<file path="config.mk">
export PLATFORM = sky130hd
export DESIGN_NAME = rcs_core_update
export DESIGN_NICKNAME = d
export VERILOG_FILES = /design/src/rcs_pkg.sv /design/src/rcs_core_update.sv
export SDC_FILE = /design/constraint.sdc
export NUM_CORES = 1
export LEC_CHECK = 0
export BUFFER_PORTS_ARGS = -buffer_cell sky130_fd_sc_hd__buf_2
export CAP_MARGIN = 20
export CORE_MARGIN = 2
export CORE_UTILIZATION = 53
export CTS_CLUSTER_SIZE = 8
export DETAILED_ROUTE_END_ITERATION = 12
export GPL_TIMING_DRIVEN = 0
export PLACE_DENSITY = 0.84
export SKIP_CTS_REPAIR_TIMING = 1
export SLEW_MARGIN = 20
export SYNTH_ARGS = -nofsm -noshare
export SYNTH_HDL_FRONTEND = slang
export SYNTH_SLANG_ARGS = --single-unit
</file>
<file path="constraint.sdc">
create_clock -name clk -period 2.7 [get_ports clk]
set_clock_uncertainty 0.1 [all_clocks]
set_input_delay 0.54 -clock clk [delete_from_list [all_inputs] [get_ports clk]]
set_output_delay 0.54 -clock clk [all_outputs]
set_load 0.01 [all_outputs]
</file>
<file path="src/rcs_pkg.sv">
// ---------------------------------------------------------------------------
// rcs_pkg
// Shared constants, codes and types of the rich club core select block.
// ---------------------------------------------------------------------------
`timescale 1ns / 1ps
`default_nettype none

package rcs_pkg;

  localparam int NODE_DEPTH_DEF = 1024;
  localparam int COUNT_BITS_DEF = 16;
  localparam int ID_W           = 10;
  localparam int MODE_W         = 2;
  localparam int EDGE_W         = 16;
  localparam int OUT_CNT_W      = 16;
  localparam int EPOCH_BITS     = 8;

  typedef enum logic [MODE_W-1:0] {
    MODE_START = 2'd0,
    MODE_NBR   = 2'd1,
    MODE_END   = 2'd2,
    MODE_NOP   = 2'd3
  } mode_t;

  typedef enum logic {
    CLR_SWEEP = 1'b0,
    CLR_RUN   = 1'b1
  } clr_state_t;

  typedef struct packed {
    mode_t           mode;
    logic [ID_W-1:0] node;
    logic            node_ok;
    logic            nbr_ok;
  } item_t;

  typedef struct packed {
    logic [ID_W-1:0]      node;
    logic                 joined;
    logic                 done;
    logic [OUT_CNT_W-1:0] core;
    logic [OUT_CNT_W-1:0] periph;
  } result_t;

  typedef struct packed {
    logic                  wr_en;
    logic                  wrap;
    logic [EPOCH_BITS-1:0] epoch;
  } upd_ctl_t;

  typedef struct packed {
    logic busy;
    logic wr_en;
  } clr_ctl_t;

endpackage

`default_nettype wire

</file>
<file path="src/rcs_core_update.sv">
// ---------------------------------------------------------------------------
// rcs_core_update
// Core and periphery counters, stop flag, epoch and result formation.
// ---------------------------------------------------------------------------
`timescale 1ns / 1ps
`default_nettype none

module rcs_core_update #(
  parameter int COUNT_BITS = rcs_pkg::COUNT_BITS_DEF
) (
  input  wire logic                         clk,
  input  wire logic                         rst_n,
  input  wire logic                         cfg_wr_en,
  input  wire logic [rcs_pkg::EDGE_W-1:0]   cfg_wr_data,
  input  wire logic                         go,
  input  wire rcs_pkg::item_t               item,
  input  wire logic                         hit,
  output rcs_pkg::upd_ctl_t                 ctl,
  output rcs_pkg::result_t                  res
);

  localparam int CW = COUNT_BITS;
  localparam int WW = (CW > rcs_pkg::EDGE_W) ? CW : rcs_pkg::EDGE_W;

  logic [rcs_pkg::EDGE_W-1:0]     edge_total_r;
  logic [CW-1:0]                  core_r, core_nxt;
  logic [CW-1:0]                  periph_r, periph_nxt;
  logic                           stopped_r, stopped_nxt;
  logic [rcs_pkg::EPOCH_BITS-1:0] epoch_r, epoch_nxt;
  logic [WW-1:0]                  et_w;
  logic [WW-1:0]                  cmax_w;
  logic [CW-1:0]                  periph_init;
  logic                           do_start, do_nbr, do_end, epoch_full;

  assign et_w        = WW'(edge_total_r);
  assign cmax_w      = WW'({CW{1'b1}});
  assign periph_init = (et_w > cmax_w) ? CW'(cmax_w) : CW'(et_w);

  assign do_start   = go && (item.mode == rcs_pkg::MODE_START);
  assign do_nbr     = go && (item.mode == rcs_pkg::MODE_NBR) && !stopped_r;
  assign do_end     = go && (item.mode == rcs_pkg::MODE_END);
  assign epoch_full = &epoch_r;

  always_comb begin
    core_nxt    = core_r;
    periph_nxt  = periph_r;
    stopped_nxt = stopped_r;
    epoch_nxt   = epoch_r;
    priority if (do_start) begin
      core_nxt    = '0;
      periph_nxt  = periph_init;
      stopped_nxt = 1'b0;
      epoch_nxt   = epoch_full ? rcs_pkg::EPOCH_BITS'(1) : epoch_r + rcs_pkg::EPOCH_BITS'(1);
    end else if (do_nbr) begin
      if (hit) begin
        if (!(&core_r)) core_nxt = core_r + CW'(1);
      end else if (periph_r != '0) begin
        periph_nxt = periph_r - CW'(1);
      end
    end else if (do_end) begin
      if (!stopped_r && (core_r > periph_r)) stopped_nxt = 1'b1;
    end
  end

  assign ctl.wr_en = do_end && !stopped_r && item.node_ok;
  assign ctl.wrap  = do_start && epoch_full;
  assign ctl.epoch = epoch_r;

  assign res.node   = item.node;
  assign res.joined = !stopped_r;
  assign res.done   = stopped_nxt;
  assign res.core   = rcs_pkg::OUT_CNT_W'(core_r);
  assign res.periph = rcs_pkg::OUT_CNT_W'(periph_r);

  always_ff @(posedge clk) begin
    if (!rst_n) begin
      edge_total_r <= '0;
      core_r       <= '0;
      periph_r     <= '0;
      stopped_r    <= 1'b0;
      epoch_r      <= rcs_pkg::EPOCH_BITS'(1);
    end else begin
      if (cfg_wr_en) edge_total_r <= cfg_wr_data;
      core_r    <= core_nxt;
      periph_r  <= periph_nxt;
      stopped_r <= stopped_nxt;
      epoch_r   <= epoch_nxt;
    end
  end

endmodule

`default_nettype wire

</file>
; After elaboration in Yosys (flattened, before gate mapping)
; Cells that the tools add are included.
[op_classes]
addsub = 3
magnitude_cmp = 2
n_eq_ne = 3
n_mux = 10
bitwise = 2
n_reduce_logical = 18
[op_table]
columns = op, n
row1 = 2-to-1 mux 16 bit, 5
row2 = "adder 16 x 1 -> 16 bit, second input constant", 1
row3 = greater-than comparator 16 bit, 1
row4 = "greater-than comparator 16 bit, second input constant", 1
row5 = AND reduction 16 bit, 1
row6 = nonzero test 16 bit, 1
row7 = "subtractor 16 x 1 -> 16 bit, second input constant", 1
row8 = "adder 8 x 1 -> 8 bit, second input constant", 1
row9 = logical AND 1 bit, 8
row10 = 2-to-1 mux 8 bit, 1
row11 = AND reduction 8 bit, 1
row12 = AND reduction 3 bit, 2
row13 = 2-to-1 mux 1 bit, 4
row14 = nonzero test 2 bit, 2
row15 = "equality test 2 x 1 -> 1 bit, second input constant", 1
row16 = "equality test 2 bit, second input constant", 1
row17 = zero test 2 bit, 1
row18 = "!= test 2 x 1 -> 1 bit, second input constant", 1
row19 = inverter 1 bit, 2
row20 = OR reduction 2 bit, 1
row21 = zero test 1 bit, 1
[word_totals]
reg_bits = 57
in_bits = 35
wordCells = 43

; Logic depth before layout (Yosys ltp)
[depth]
word_depth = 6
depth_mapped = 9

; Worst setup path after synthesis
; No wires, ideal clock.
[synth_path]
path_kind = flip-flop to output port
start = reg periph_r[13]
end = out res[32] in the netlist's numbering
t_arrival_ns = 1.786
required_time_ns = 2.060
setup_slack_ns = 0.274
stages_incl_launch_ff = 8
path_buffers = 1
path_cell_list = dfxtp_1 inv_1 ha_1 a21o_1 a21o_1 a211o_1 o31a_1 buf_4
[synth_via]
elab_chain_cells = 6
[synth_lines]
columns = item, line_no
row1 = "start, declared", rcs_core_update.sv:27  ; logic [CW-1:0] periph_r, periph_nxt;
row2 = "start signal, assigned", rcs_core_update.sv:85  ; periph_r <= periph_nxt;
row3 = greater-than comparator 16 bit, rcs_core_update.sv:61  ; if (!stopped_r && (core_r > periph_r)) stopped_nxt = 1'b1;
row4 = logical AND 1 bit, rcs_core_update.sv:61
row5 = 2-to-1 mux 1 bit, rcs_core_update.sv:61
row6 = 2-to-1 mux 1 bit, rcs_core_update.sv:60  ; end else if (do_end) begin
row7 = 2-to-1 mux 1 bit, rcs_core_update.sv:54  ; end else if (do_nbr) begin
row8 = 2-to-1 mux 1 bit, rcs_core_update.sv:49  ; priority if (do_start) begin
row9 = "end, declared", rcs_core_update.sv:19  ; output rcs_pkg::result_t res
; No other way between the ends.

; Final worst setup path
[layout_path]
start = reg periph_r[11]
end = out res[32] in the netlist's numbering
; Same word-level chain as after synthesis.

==> impl_metrics.ini <==
[die]
core_mm2 = 0.005991
die_h_um = 83.16
rows = 28
fp.dieW_um = 83.16
io_pins = 89
dieArea_mm2 = 0.006915
initial_core_util = 0.5543

[run]
drv_cap = 0

[clock_network]
cts-buffers-inserted = 9
cts_tree = yes
path_clk_slew_ns = 0.07
insertion_delay_ns = 0.36
htreeDepth = 3
root_buffer = clkbuf_8
cts.sinks = 57
cts_buffer_depth = 2

[sta]
min_period_ns = 2.742
fmax_ghz = 0.3647
final.setup.worst_slack_ns = -0.04205
tightest_slew_ns = 0.6999
rsz0062_at_grt = yes
post-route-period-util = 1.016
drv_slew = 0
whs_ns = 0.3153
finalHoldViolCount = 0
relSlewSlack = 0.5334
setup_viol = 1

[setup_path]
r2r_end = periph_r[10]
r2r-start = periph_r[0]
crit_fanout = 4
r2r_cells = 9
worstPathArrival_ns = 2.10
worst-setup-path-type = reg2out
start_kind = register
critPathRequiredTime_ns = 2.06
worstSetupEndpointType = primary output
r2r_slack_ns = 0.18

[detailed_routing]
first_pass_iters = 5
drc = 0
avgViaCountPerCell = 5.890
post_drt_wl_per_cell_um = 16.37
drtIter0Drc = 247
wirelength_mm = 9.250
vias = 3328
ant_nets = 0

[power_and_ir_drop]
power_density_mw_per_mm2 = 513.3
leakage_nw = 1.850
vdd_ir_drop_max_mv = 0.5562
p_total_mw = 2.161

[hold_path]
holdCritStartpoint = cfg_wr_data[8]
holdPathEnd = edge_total_r[8]
hold_path_depth = 3
hp-class = in2reg

[layout]
final_area_mm2 = 0.004209
syn_to_final_growth_pct = 26.75
layout_common_cells = buf_2, nor2_1, dfxtp_1
fin_nets = 539
final_common_cell = buf_2
nFillCells = 460
diodes = 0
drive_gt1_frac = 0.3449

[placed_design]
place_congestion = 0.9078
io_buffers = 75
dpl_cell_area_mm2 = 0.003790
place_hpwl_mm = 6.518

[synth]
yosysTopAreaCell = dfxtp_1
syn_avg_cell_area_um2 = 8.493
synth_ff_type = dfxtp_1
ys_seq_elements = 57
netlist_area_mm2 = 0.003321
synth_top_area_frac = 0.3436
synth_cells = 391
syn-num-nets = 445
ys.warnings.count = 0
synth-edff-count = 0
synthArstFlopShare = 0
synth_cell_type_count = 64
yosys-top-cells-area = dfxtp_1, ha_1, nor2_1, mux2i_1, xnor2_1
yosysSeqAreaShare = 0.3436

[global_routing]
groute.usage.overall = 0.2534
grt_max_degree = 13
grt_pass1_vias = 3133
grt_pass1_wl_mm = 14.37
grt_overflow = 0
antenna_found_initial = 0

[run_status]
status = complete, but fails checks
failed_checks = negative setup slack
[final cells by class]
class,count,area [um2],area share
clock inverters,7,55.05,0.01308
flip-flops and latches,57,1182,0.2809
multi-input cells,285,2057,0.4887
well taps,75,93.84,0.02229
repair buffers,84,449.2,0.1067
inverters,24,95.09,0.02259
plain buffers,24,152.6,0.03627
clock buffers,9,123.9,0.02943
[worst max-delay path by stage]
stage                             from  endpoint  slack (ns)  cells past startpoint
after floorplan           periph_r[13]   res[32]        0.27                      7
after global placement    periph_r[11]   res[32]       -0.18                      9
after detailed placement  periph_r[11]   res[32]       -0.17                      9
after CTS                 periph_r[11]   res[32]       -0.57                      9
after global routing      periph_r[11]   res[32]       -0.12                      9
final                     periph_r[11]   res[32]       -0.04                      9
[synthesized netlist by cell type (4+ instances only)]
library cell and n:
inv_1 23, dfxtp_1 57, clkbuf_1 9, nand2_1 29
ha_1 19, buf_4 13, nor2_1 50, a211oi_1 7
nand3_1 11, o21ai_0 10, xnor2_1 15, nor3_1 9
nand2b_1 4, mux2i_1 18, and4_1 4, nand4_1 9
xor2_1 5, a22oi_1 6, a21oi_1 23
[logic make-up after synthesis]
kind of cell    after synthesis  synth area share
flops                        57            0.3436
xor+xnor                     20           0.05275
mux                          18           0.05426
buf+inv                      49           0.07498
compound gates               80            0.1654
simple gates                148            0.2374
fa+ha+maj                    19           0.07159
[flip-flops by register name, indices dropped and copies added, names as in the netlist]
signal / flops
stopped_r: 1
epoch_r: 8
core_r: 16
periph_r: 16
edge_total_r: 16
[stage by stage]
stage / std cells / worst slack, ns / utilization / setup TNS, ns
floorplan: 391 / 0.2741 / - / 0
global placement: 541 / -0.1836 / 0.6326 / -0.1836
detailed placement: 541 / -0.1715 / 0.6326 / -0.1715
CTS: 557 / -0.5740 / 0.6625 / -0.5740
global route: 565 / -0.1161 / 0.7026 / -0.1161
finish: 565 / -0.04205 / 0.7026 / -0.04205
[per-layer routing]
metal,track usage,wire length [um]
met5,0,0
met4,0.1043,202
met3,0.06660,639
met2,0.4142,4529
met1,0.3164,3880
[report_power, final]
part / switching, mW / internal (mW)
Sequential: 0.0342 / 0.869
Clock: 0.399 / 0.339
Combinational: 0.274 / 0.245
[critical path, cell delays in order, from the launching register on]
cell and delay, ns:
dfxtp_4 0.38, inv_1 0.05, ha_1 0.32, nand2_2 0.09, nor2_2 0.05, nor4b_4 0.13
buf_4 0.15, a221oi_4 0.25, o31a_1 0.21, buf_6 0.11
(Power assumes the default switching activity.)
