`src/rcs_pkg.sv`:
```
// ---------------------------------------------------------------------------
// rcs_pkg
// Shared constants, codes and types of the rich club core select block.
// ---------------------------------------------------------------------------
`timescale 1ns / 1ps
`default_nettype none

package rcs_pkg;

  localparam int NODE_DEPTH_DEF = 1024;
  localparam int COUNT_BITS_DEF = 16;
  localparam int ID_W           = 10;
  localparam int MODE_W         = 2;
  localparam int EDGE_W         = 16;
  localparam int OUT_CNT_W      = 16;
  localparam int EPOCH_BITS     = 8;

  typedef enum logic [MODE_W-1:0] {
    MODE_START = 2'd0,
    MODE_NBR   = 2'd1,
    MODE_END   = 2'd2,
    MODE_NOP   = 2'd3
  } mode_t;

  typedef enum logic {
    CLR_SWEEP = 1'b0,
    CLR_RUN   = 1'b1
  } clr_state_t;

  typedef struct packed {
    mode_t           mode;
    logic [ID_W-1:0] node;
    logic            node_ok;
    logic            nbr_ok;
  } item_t;

  typedef struct packed {
    logic [ID_W-1:0]      node;
    logic                 joined;
    logic                 done;
    logic [OUT_CNT_W-1:0] core;
    logic [OUT_CNT_W-1:0] periph;
  } result_t;

  typedef struct packed {
    logic                  wr_en;
    logic                  wrap;
    logic [EPOCH_BITS-1:0] epoch;
  } upd_ctl_t;

  typedef struct packed {
    logic busy;
    logic wr_en;
  } clr_ctl_t;

endpackage

`default_nettype wire

```
`src/rcs_clear_ctl.sv`:
```
// ---------------------------------------------------------------------------
// rcs_clear_ctl
// Tag memory sweep sequencer: runs after reset and on epoch wrap.
// ---------------------------------------------------------------------------
`timescale 1ns / 1ps
`default_nettype none

module rcs_clear_ctl #(
  parameter int NODE_DEPTH = rcs_pkg::NODE_DEPTH_DEF,
  parameter int AW         = $clog2(NODE_DEPTH)
) (
  input  wire logic             clk,
  input  wire logic             rst_n,
  input  wire logic             wrap,
  output rcs_pkg::clr_ctl_t     ctl,
  output logic         [AW-1:0] addr
);

  rcs_pkg::clr_state_t state_r, state_nxt;
  logic [AW-1:0]       cnt_r, cnt_nxt;
  logic                last;

  assign last = (cnt_r == AW'(NODE_DEPTH - 1));

  always_comb begin
    state_nxt = state_r;
    unique case (state_r)
      rcs_pkg::CLR_SWEEP: if (last) state_nxt = rcs_pkg::CLR_RUN;
      rcs_pkg::CLR_RUN:   if (wrap) state_nxt = rcs_pkg::CLR_SWEEP;
      default:            state_nxt = rcs_pkg::CLR_SWEEP;
    endcase
  end

  always_comb begin
    ctl       = '0;
    cnt_nxt   = '0;
    unique case (state_r)
      rcs_pkg::CLR_SWEEP: begin
        ctl.busy  = 1'b1;
        ctl.wr_en = 1'b1;
        cnt_nxt   = last ? '0 : cnt_r + AW'(1);
      end
      rcs_pkg::CLR_RUN: begin
        cnt_nxt = '0;
      end
      default: begin
        cnt_nxt = '0;
      end
    endcase
  end

  assign addr = cnt_r;

  always_ff @(posedge clk) begin
    if (!rst_n) begin
      state_r <= rcs_pkg::CLR_SWEEP;
      cnt_r   <= '0;
    end else begin
      state_r <= state_nxt;
      cnt_r   <= cnt_nxt;
    end
  end

endmodule

`default_nettype wire

```
`config.mk`:
```
export PLATFORM = sky130hd
export DESIGN_NAME = rcs_clear_ctl
export DESIGN_NICKNAME = d
export VERILOG_FILES = /design/src/rcs_pkg.sv /design/src/rcs_clear_ctl.sv
export SDC_FILE = /design/constraint.sdc
export NUM_CORES = 1
export LEC_CHECK = 0
export ABC_CLOCK_PERIOD_IN_PS = 1500
export BUFFER_PORTS_ARGS = -buffer_cell sky130_fd_sc_hd__buf_2
export CAP_MARGIN = 20
export CORE_AREA = 4 4 41 43
export CTS_CLUSTER_SIZE = 10
export DETAILED_ROUTE_END_ITERATION = 8
export DIE_AREA = 0 0 45 47
export PLACE_DENSITY_LB_ADDON = 0.2
export SYNTH_ARGS = -nofsm -noshare
export SYNTH_HDL_FRONTEND = slang
export SYNTH_SLANG_ARGS = --single-unit
export TNS_END_PERCENT = 5
```
`constraint.sdc`:
```
create_clock -name clk -period 1.5 [get_ports clk]
set_clock_uncertainty 0.1 [all_clocks]
set_input_delay 0.3 -clock clk [delete_from_list [all_inputs] [get_ports clk]]
set_output_delay 0.3 -clock clk [all_outputs]
set_load 0.05 [all_outputs]
```
### Word-level counts from Yosys, hierarchy flattened

Cells that the tools add are included.

| word-level totals | value |
|---|---|
| bits in registers | 11 |
| bits of input ports | 3 |
| logic and storage cells | 11 |

| cells by class | value |
|---|---|
| equal/unequal tests | 1 |
| bitwise operators | 1 |
| add/subtract/negate cells | 1 |
| multiplexer cells | 6 |

Operator list:

| operator | number |
|---|---|
| $pmux W10 S2 | 1 |
| $add A10 B1 Y10 const B | 1 |
| $eq A10 B10 Y1 const B | 1 |
| $mux W10 | 1 |
| $mux W1 | 2 |
| $mux W2 | 1 |
| $pmux W1 S2 | 1 |
| $not A1 Y1 | 1 |

### Logic depth before layout (Yosys ltp)

Gate-level depths: netlist of the first run.

| depth | value |
|---|---|
| depth in word-level cells | 3 |
| depth in mapped cells | 4 |
| depth with buffers taken out | 4 |

### Least setup slack after synthesis of the first run

Ideal clock, no wire load.

| timing | value |
|---|---|
| path type | flip-flop to flip-flop |
| from | reg cnt_r[0] (netlist: addr[0]) |
| to | reg cnt_r[3] (netlist: addr[3]) |
| cell stages (with the launch flop) | 5 |
| arrival time | 1667 ps |
| path slack | -398 ps |
| setup time | 131 ps |
| period minus slack after synthesis | 1898 ps |
| buffers on the path | 0 |
| cells stage by stage | dfxtp_1 ha_1 nand4_1 o311ai_2 nor2_1 |

| between the ends | value |
|---|---|
| cells in the longest elaborated chain, start to end | 3 |
| elaborated cells between the ends (all ways) | 4 |

RTL lines:

| element | line | text |
|---|---|---|
| from (decl) | rcs_clear_ctl.sv:20 | `logic [AW-1:0] cnt_r, cnt_nxt;` |
| from (signal assigned) | rcs_clear_ctl.sv:60 | `cnt_r <= cnt_nxt;` |
| $add A10 B1 Y10 / $eq A10 B10 Y1 (equally long branches) | rcs_clear_ctl.sv:41, rcs_clear_ctl.sv:23 |  |
| $mux W10 * | rcs_clear_ctl.sv:41 | `cnt_nxt = last ? '0 : cnt_r + AW'(1);` |
| $pmux W10 S2 * | rcs_clear_ctl.sv:37 | `unique case (state_r)` |

Mark *: on every way between the ends. The rest lies on a longest branch, timed or not.
A chain may end at the register's enable or synchronous reset.

==> results.toml, run 1 <==
[clocking]
clkTransAtPathRegs_ns = 0.07
numClockSinks = 11
cts_tree = "yes"
numCtsBuffers = 3
cts_hold_buf = 0
h-tree-depth = 1
root_buffer = "clkbuf_4"
clk_path_buf_depth = 2
clk_latency_ns = 0.26

[power_and_ir_drop]
p_per_area_mw_per_mm2 = 868.0
ir_worst_vdd_uv = 428.9
finalPower_mw = 0.5626
leakage_nw = 0.2617

[sta]
rsz0062_at_grt = "yes"
setup_viol = 0
tightest_slew_ns = 0.3283
period_needed_ns = 1.428
finalHoldViolCount = 0
max_freq_mhz = 700.1
drv_slew = 0
slew_headroom_pct = 78.06
finalCritPeriodShare_pct = 95.23

[critical_path]
endpoint_kind = "primary output"
ff2ff_setup_slack_ns = 0.10
crit_start = "state_r"
critPathBufInv = 2
critical_path_class = "reg -> out"
reg2regPathDepth = 5
startpoint_type = "flip-flop"
required_ns = 1.10
crit_chain = "inv_1 -> buf_2"
cp.arrival_ns = 1.03
cp_slowest_cell = "dfxtp_1"
slowest_delay_ns = 0.32
worstPathMaxFanout = 5
timing.rr.start = "addr[0]"
path_delay_family = "buffers and inverters"
r2r_end = "addr[3]"

[worst_hold_path]
hold_depth = 2
min_from = "rst_n"
min_to = "state_r"
holdCritPathClass = "in -> reg"

[route]
routed_via_density = 5.114
drc = 0
drtIter0Drc = 13
post_drt_wl_per_cell_um = 11.60
drtPass1Iterations = 4
routed_wl_mm = 1.021
ant_nets = 0
vias = 450

[grt]
grt_pass1_wl_mm = 1.814
grt_overflow = 0
grt_usage_pct = 12.60
antenna_found_initial = 0
grt_max_degree = 8
grt_pass1_vias = 414

[synthesis]
synth_seq_area_share_pct = 46.19
syn_inst = 54
synth_area_per_cell_sq_um = 8.828
synthesis.area_sq_um = 476.7
synth_fp_nets = 58
yosys_warnings = 0
yosys.cell_types.count = 21
synth_seq_cells = 11

[die]
io_pins = 15
die_h_um = 47
dieArea_sq_mm = 0.002115
core-area_sq_mm = 0.001301
start_util_pct = 36.63
die_x_um = 45
num_rows = 13

[placed_design]
numPortBuffers = 14
gp_congestion = 0.7057
dp_hpwl_um = 793.1

[finish]
multiInputGateArea_sq_um = 256.5
layout_commonest_cell = "buf_2"
utilization_pct = 49.81
drive_gt1_share_pct = 42.47
seq_area_sq_um = 246.5
area_growth_pct = 35.96
num_antenna_cells = 0
finalNetCount = 78
fill_cells = 130
layout_common_cells = "buf_2 (14), nor2_1 (6), dfxtp_4 (6)"

[flow_run]
maxCapViolations = 0

[status]
status = "completed"
-- through the flow --
stage / setup slack (ns) / area [sq um] / TNS (ns) / std cells / hold WS, ns
global route: -0.007985 / 648.1 / -0.01518 / 88 / 0.1875
floorplan: -0.02261 / 525.5 / -0.02711 / 54 / 0.3178
CTS: 0.009188 / 640.6 / 0 / 87 / 0.1937
finish: 0.07154 / 648.1 / 0 / 88 / 0.1964
detailed placement: 0.02622 / 614.3 / 0 / 83 / 0.3470
global placement: 0.05541 / 614.3 / 0 / 83 / 0.3428
-- power breakdown --
part	total [mW]	internal, mW	switching, mW
clock	0.202	0.103	0.0987
combinational	0.0580	0.0181	0.0399
sequential	0.303	0.292	0.0109
-- synth_stat cells --
cell	n	area share [%]
o211ai_1	1	1.6
ha_1	1	2.6
or3_1	3	3.9
nand3_2	1	2.1
buf_4	1	1.6
dfxtp_1	11	46
nand3_1	3	3.1
nand2_1	4	3.1
o21a_1	1	1.6
nor2_1	6	4.7
nand4_1	2	2.6
a31oi_1	1	1.3
o21ai_0	3	3.1
xnor2_1	1	1.8
o31ai_1	1	1.6
o311ai_2	1	3.4
inv_1	4	3.1
xor2_1	2	3.7
or4_1	2	3.1
nor4_1	1	1.3
a21oi_1	4	4.2
-- worst max-delay path by stage --
stage | to | slack (ns) | cells after the start
after floorplan | addr[6] | -0.02 | 4
after global placement | addr[6] | 0.06 | 4
after detailed placement | addr[8] | 0.03 | 4
after CTS | addr[6] | 0.009 | 4
after global routing | ctl[0] | -0.008 | 2
final | ctl[1] | 0.07 | 2
-- repair_timing --
item,4_1_cts,5_1_grt
endpoints found under the setup margin,0,10
resized for setup,0,0
setup buffers,0,1
hold endpoints to repair,0,0
-- layout make-up --
type | instances | area share [%]
clock buffers | 4 | 4.054
inverters | 4 | 2.317
multi-input cells | 38 | 39.58
flip-flops and latches | 11 | 38.03
well taps | 15 | 2.896
repair buffers | 16 | 13.13
-- sequential cells by signal, summed over array words and instances (netlist names) --
| signal | count |
|---|---|
| state_r | 1 |
| addr | 10 |
-- kinds of logic (layout without fill, tap and decap cells) --
family / count (synthesis) / count (layout) / synth area share (%)
XOR/XNOR: 3 / 3 / 5.513
buffers and inverters: 5 / 24 / 4.724
flip-flops: 11 / 11 / 46.19
adder cells (fa/ha/maj): 1 / 1 / 2.624
AO/OA/AOI/OAI: 12 / 12 / 16.80
AND/OR/NAND/NOR: 22 / 22 / 24.14
-- routing by layer --
layer / routed length (um) / global-route usage (%) / vias up
li1: - / - / 233
met2: 454 / 19.21 / 12
met4: 30 / 12.28 / 0
met1: 467 / 13.99 / 201
met5: 0 / 0 / -
met3: 69 / 3.448 / 4
-- worst reg2reg max path: cells and delay by family, from the launching register on --
kind	cells	cell delay, ns
buf+inv	1	0.17
simple gates	2	0.15
compound gates	1	0.35
flops	1	0.37
fa+ha+maj	1	0.14
No activity file was read; power rests on OpenSTA's default activity.
==> inputs of run 2 (changes only) <==
--- a/config.mk
+++ b/config.mk
@@ -5,13 +5,14 @@
 export SDC_FILE = /design/constraint.sdc
 export NUM_CORES = 1
 export LEC_CHECK = 0
-export ABC_CLOCK_PERIOD_IN_PS = 1500
+export ABC_CLOCK_PERIOD_IN_PS = 1630
 export BUFFER_PORTS_ARGS = -buffer_cell sky130_fd_sc_hd__buf_2
 export CAP_MARGIN = 20
-export CORE_AREA = 4 4 41 43
+export CORE_AREA = 2 2 39 41
 export CTS_CLUSTER_SIZE = 10
 export DETAILED_ROUTE_END_ITERATION = 8
-export DIE_AREA = 0 0 45 47
+export DIE_AREA = 0 0 41 43
+export HOLD_SLACK_MARGIN = 0.06
 export PLACE_DENSITY_LB_ADDON = 0.2
 export SYNTH_ARGS = -nofsm -noshare
 export SYNTH_HDL_FRONTEND = slang
==> constraint.sdc (replaced) <==
create_clock -name clk -period 1.63 [get_ports clk]
set_clock_uncertainty 0.1 [all_clocks]
set_input_delay 0.326 -clock clk [delete_from_list [all_inputs] [get_ports clk]]
set_output_delay 0.326 -clock clk [all_outputs]
set_load 0.05 [all_outputs]
==> results.toml, run 2 (synthesis results as in run 1) <==
[power_and_ir_drop]
ir_worst_vdd_uv = 408.0
net-switching-power_mw = 0.1397
finalPower_mw = 0.5270
switching_share_pct = 26.51
clkPwrFrac_pct = 36.0
p_per_area_mw_per_mm2 = 857.8
leakage_nw = 0.2578
combPwrFrac_pct = 10.3
power_frac_seq_pct = 53.7
p_int_mw = 0.3873

[critical_path]
timing.rr.start = "addr[1]"
critical_path_class = "reg -> reg"
worstPathMaxFanout = 7
crit_start = "addr[1]"
cp_slowest_cell = "or3_1"
startpoint_type = "flip-flop"
path_delay_family = "simple AND/OR/NAND/NOR gates"
crit_chain = "ha_1 -> nand4_1 -> or3_1 -> a21oi_1"
required_ns = 1.73
cp.arrival_ns = 1.65
critPathBufInv = 0
endpoint_kind = "flip-flop"
slowest_delay_ns = 0.43

[finish]
largest_register_ffs = 10
layout.cells.non_filler = 88
utilization_pct = 44.39
drive_gt1_share_pct = 40.28
area_growth_pct = 28.87
layout_common_cells = "buf_2 (14), dfxtp_2 (9), nor2_1 (6)"
layout_commonest_cell = "buf_2"
fill_cells = 152
num_antenna_cells = 0
finalNetCount = 77

[die]
num_rows = 14
die_h_um = 43
core-area_sq_mm = 0.001384
io_pins = 15
start_util_pct = 34.45
dieArea_sq_mm = 0.001763
die_x_um = 41

[grt]
grt_pass1_wl_mm = 1.497
grt_pass1_vias = 380
grt_max_degree = 8
grt_usage_pct = 13.12
antenna_found_initial = 0
grt_overflow = 0

[sta]
finalHoldViolCount = 0
tightest_slew_ns = 0.3393
max_freq_mhz = 646.7
setup_slack_ns = 0.08360
setup_viol = 0
period_needed_ns = 1.546
finalCritPeriodShare_pct = 94.87
drv_slew = 0
slew_headroom_pct = 77.33

[route]
drc = 0
vias = 451
drtIter0Drc = 2
post_drt_wl_per_cell_um = 11.20
ant_nets = 0
drtPass1Iterations = 3
routed_via_density = 5.125
routed_wl_um = 986

[placed_design]
dp_hpwl_um = 720.9
dp.cells = 84
numPortBuffers = 14
post-place-ws_ns = 0.01008
gp_congestion = 0.6756

[clocking]
numCtsBuffers = 3
clk_path_buf_depth = 2
numClockSinks = 11
clkTransAtPathRegs_ns = 0.07
h-tree-depth = 1
cts_hold_buf = 0
cts_tree = "yes"
clk_latency_ns = 0.27
root_buffer = "clkbuf_4"

[worst_hold_path]
holdCritPathClass = "in -> reg"
min_from = "rst_n"

[status]
status = "completed"

[flow_run]
maxCapViolations = 0
-- run 2: power by group through the flow --
stage	clock [mW]	sequential [mW]	combinational (mW)
after global placement	0	0.289	0.0538
after CTS	0.197	0.283	0.0536
after global routing	0.206	0.284	0.0587
after floorplan	0	0.312	0.0150
final	0.190	0.283	0.0544
after detailed placement	0	0.289	0.0533
-- run 2: through the flow --
step / TNS (ns) / hold slack (ns) / instance area (sq um)
2_1_floorplan: -0.1795 / 0.3438 / 488.0
3_3_place_gp: 0 / 0.3855 / 578.1
3_5_place_dp: 0 / 0.3792 / 578.1
4_1_cts: 0 / 0.2104 / 604.3
5_1_grt: -0.008492 / 0.2180 / 614.3
6_report: 0 / 0.2310 / 614.3
-- run 2: worst paths after layout --
check	endpoint	slack, ns	cells after the start
max	addr[8]	0.08	4
min	state_r	0.23	2
max reg2reg	addr[8]	0.08	4
min reg2reg	addr[7]	0.38	2
-- run 2: worst register-to-register path: stages (launching register included) --
cell	delay, ns
dfxtp_2	0.35
ha_1	0.20
nand4_1	0.27
or3_1	0.43
a21oi_1	0.14
-- run 2: final cells by class --
class                   count  area [sq um]  area share [%]
well taps                  16         20.02           3.259
inverters                   4         15.01           2.444
multi-input cells          38         244.0           39.71
flip-flops and latches     11         231.5           37.68
clock buffers               4         26.28           4.277
repair buffers             15         77.57           12.63
-- run 2: what timing repair did --
action,CTS,global route
setup buffers,0,0
gates resized for setup,0,1
endpoints found under the setup margin,0,5
-- run 2: layer usage --
metal,vias up,global-route usage (%),part of all wire [%]
met5,-,0,0
met4,0,12.00,3.2
met3,4,3.141,4.6
met2,10,17.50,48
met1,206,16.34,44
li1,231,-,-
==> inputs of run 3 (changes only) <==
--- a/config.mk
+++ b/config.mk
@@ -14,6 +14,7 @@
 export DIE_AREA = 0 0 41 43
 export HOLD_SLACK_MARGIN = 0.06
 export PLACE_DENSITY_LB_ADDON = 0.2
+export RECOVER_POWER = 100
 export SYNTH_ARGS = -nofsm -noshare
 export SYNTH_HDL_FRONTEND = slang
 export SYNTH_SLANG_ARGS = --single-unit
==> results.toml, run 3 (synthesis results as in run 1) <==
[route]
vias = 448
drc = 0
post_drt_wl_per_cell_um = 11.15
drtIter0Drc = 2
routed_wl_um = 981
ant_nets = 0
routed_via_density = 5.091
drtPass1Iterations = 3

[clocking]
numCtsBuffers = 3
post-cts-setup-buffers = 0
clkTransAtPathRegs_ns = 0.07
clk_path_buf_depth = 2
cts_hold_buf = 0
clk_latency_ns = 0.27
cts_tree = "yes"
root_buffer = "clkbuf_4"
numClockSinks = 11
h-tree-depth = 1

[sta]
finalCritPeriodShare_pct = 94.90
tightest_slew_ns = 0.3381
holdWs_ns = 0.2315
finalHoldViolCount = 0
max_freq_mhz = 646.5
period_needed_ns = 1.547
setup_viol = 0
setup_slack_ns = 0.08314
slew_headroom_pct = 77.41
drv_slew = 0

[grt]
grt_pass1_wl_mm = 1.497
grt_overflow = 0
grt_max_degree = 8
grt_usage_pct = 13.12
antenna_found_initial = 0
grt_pass1_vias = 380

[finish]
layout_common_cells = "clkbuf_2 (11), dfxtp_2 (8), nor2_1 (6)"
fill_cells = 153
finalNetCount = 77
drive_gt1_share_pct = 38.89
area_growth_pct = 28.61
largest_register_ffs = 10
layout_commonest_cell = "clkbuf_2"
layout.cells.non_filler = 88
num_antenna_cells = 0
utilization_pct = 44.30

[power_and_ir_drop]
p_int_mw = 0.3871
power_frac_seq_pct = 53.7
combPwrFrac_pct = 10.3
switching_share_pct = 26.50
p_per_area_mw_per_mm2 = 859.1
finalPower_mw = 0.5267
leakage_nw = 0.2524
ir_worst_vdd_uv = 408.4
net-switching-power_mw = 0.1396
clkPwrFrac_pct = 35.9

[critical_path]
startpoint_type = "flip-flop"
cp.arrival_ns = 1.65
critical_path_class = "reg -> reg"
worstPathMaxFanout = 7
required_ns = 1.73
endpoint_kind = "flip-flop"

[placed_design]
gp_congestion = 0.6756
dp.cells = 84
numPortBuffers = 14
dp_hpwl_um = 720.9
post-place-ws_ns = 0.01008

[die]
dieArea_sq_mm = 0.001763
num_rows = 14
die_h_um = 43
core-area_sq_mm = 0.001384
die_x_um = 41
start_util_pct = 34.45
io_pins = 15

[flow_run]
maxCapViolations = 0

[status]
status = "completed"

[worst_hold_path]
holdCritPathClass = "in -> reg"
==> run 3: cell types whose count changed in the layout (fill, tap and decap cells not counted), sizes merged <==
cell / change
clkbuf: +11
buf: -11
==> run 3: timing repair <==
item / 4_1_cts / 5_1_grt
setup endpoints to repair: 0 / 5
gates resized for setup: 0 / 1
endpoints found under the hold margin: 0 / 0
==> run 3: layout make-up <==
cell class,count,area [sq um],area share (%)
clock buffers,4,26.28,4.286
inverters,4,15.01,2.449
multi-input cells,38,244.0,39.80
flip-flops and latches,11,230.2,37.55
well taps,16,20.02,3.265
repair buffers,15,77.57,12.65
==> run 3: stage by stage <==
stage / setup TNS (ns) / area (sq um)
2_1_floorplan: -0.1795 / 488.0
3_3_place_gp: 0 / 578.1
3_5_place_dp: 0 / 578.1
4_1_cts: 0 / 604.3
5_1_grt: -0.008535 / 613.1
6_report: 0 / 613.1
==> run 3: worst paths after layout <==
check	start	end	slack [ns]	cells after the start
worst max-delay path	addr[1]	addr[8]	0.08	4
worst max register to register	addr[1]	addr[8]	0.08	4
worst min register to register	addr[7]	addr[7]	0.39	2
worst min-delay path	rst_n	state_r	0.23	2
==> run 3: critical path, stage by stage, from the launching register on <==
cell     delay [ns]
dfxtp_2        0.35
ha_1           0.20
nand4_1        0.27
or3_1          0.43
a21oi_1        0.14
==> run 3: power groups by stage <==
stage	Combinational (mW)	Clock [mW]	Sequential, mW
floorplan	0.0150	0	0.312
global placement	0.0538	0	0.289
detailed placement	0.0533	0	0.289
CTS	0.0536	0.197	0.283
global route	0.0587	0.206	0.284
finish	0.0543	0.189	0.283
==> run 3: routing by layer <==
layer / vias up / routed length [um] / share of wire, % / global-route usage, %
li1: 231 / - / - / -
met1: 203 / 442 / 45 / 16.34
met2: 10 / 461 / 47 / 17.50
met3: 4 / 44 / 4.5 / 3.141
met4: 0 / 32 / 3.3 / 12.00
met5: - / 0 / 0 / 0
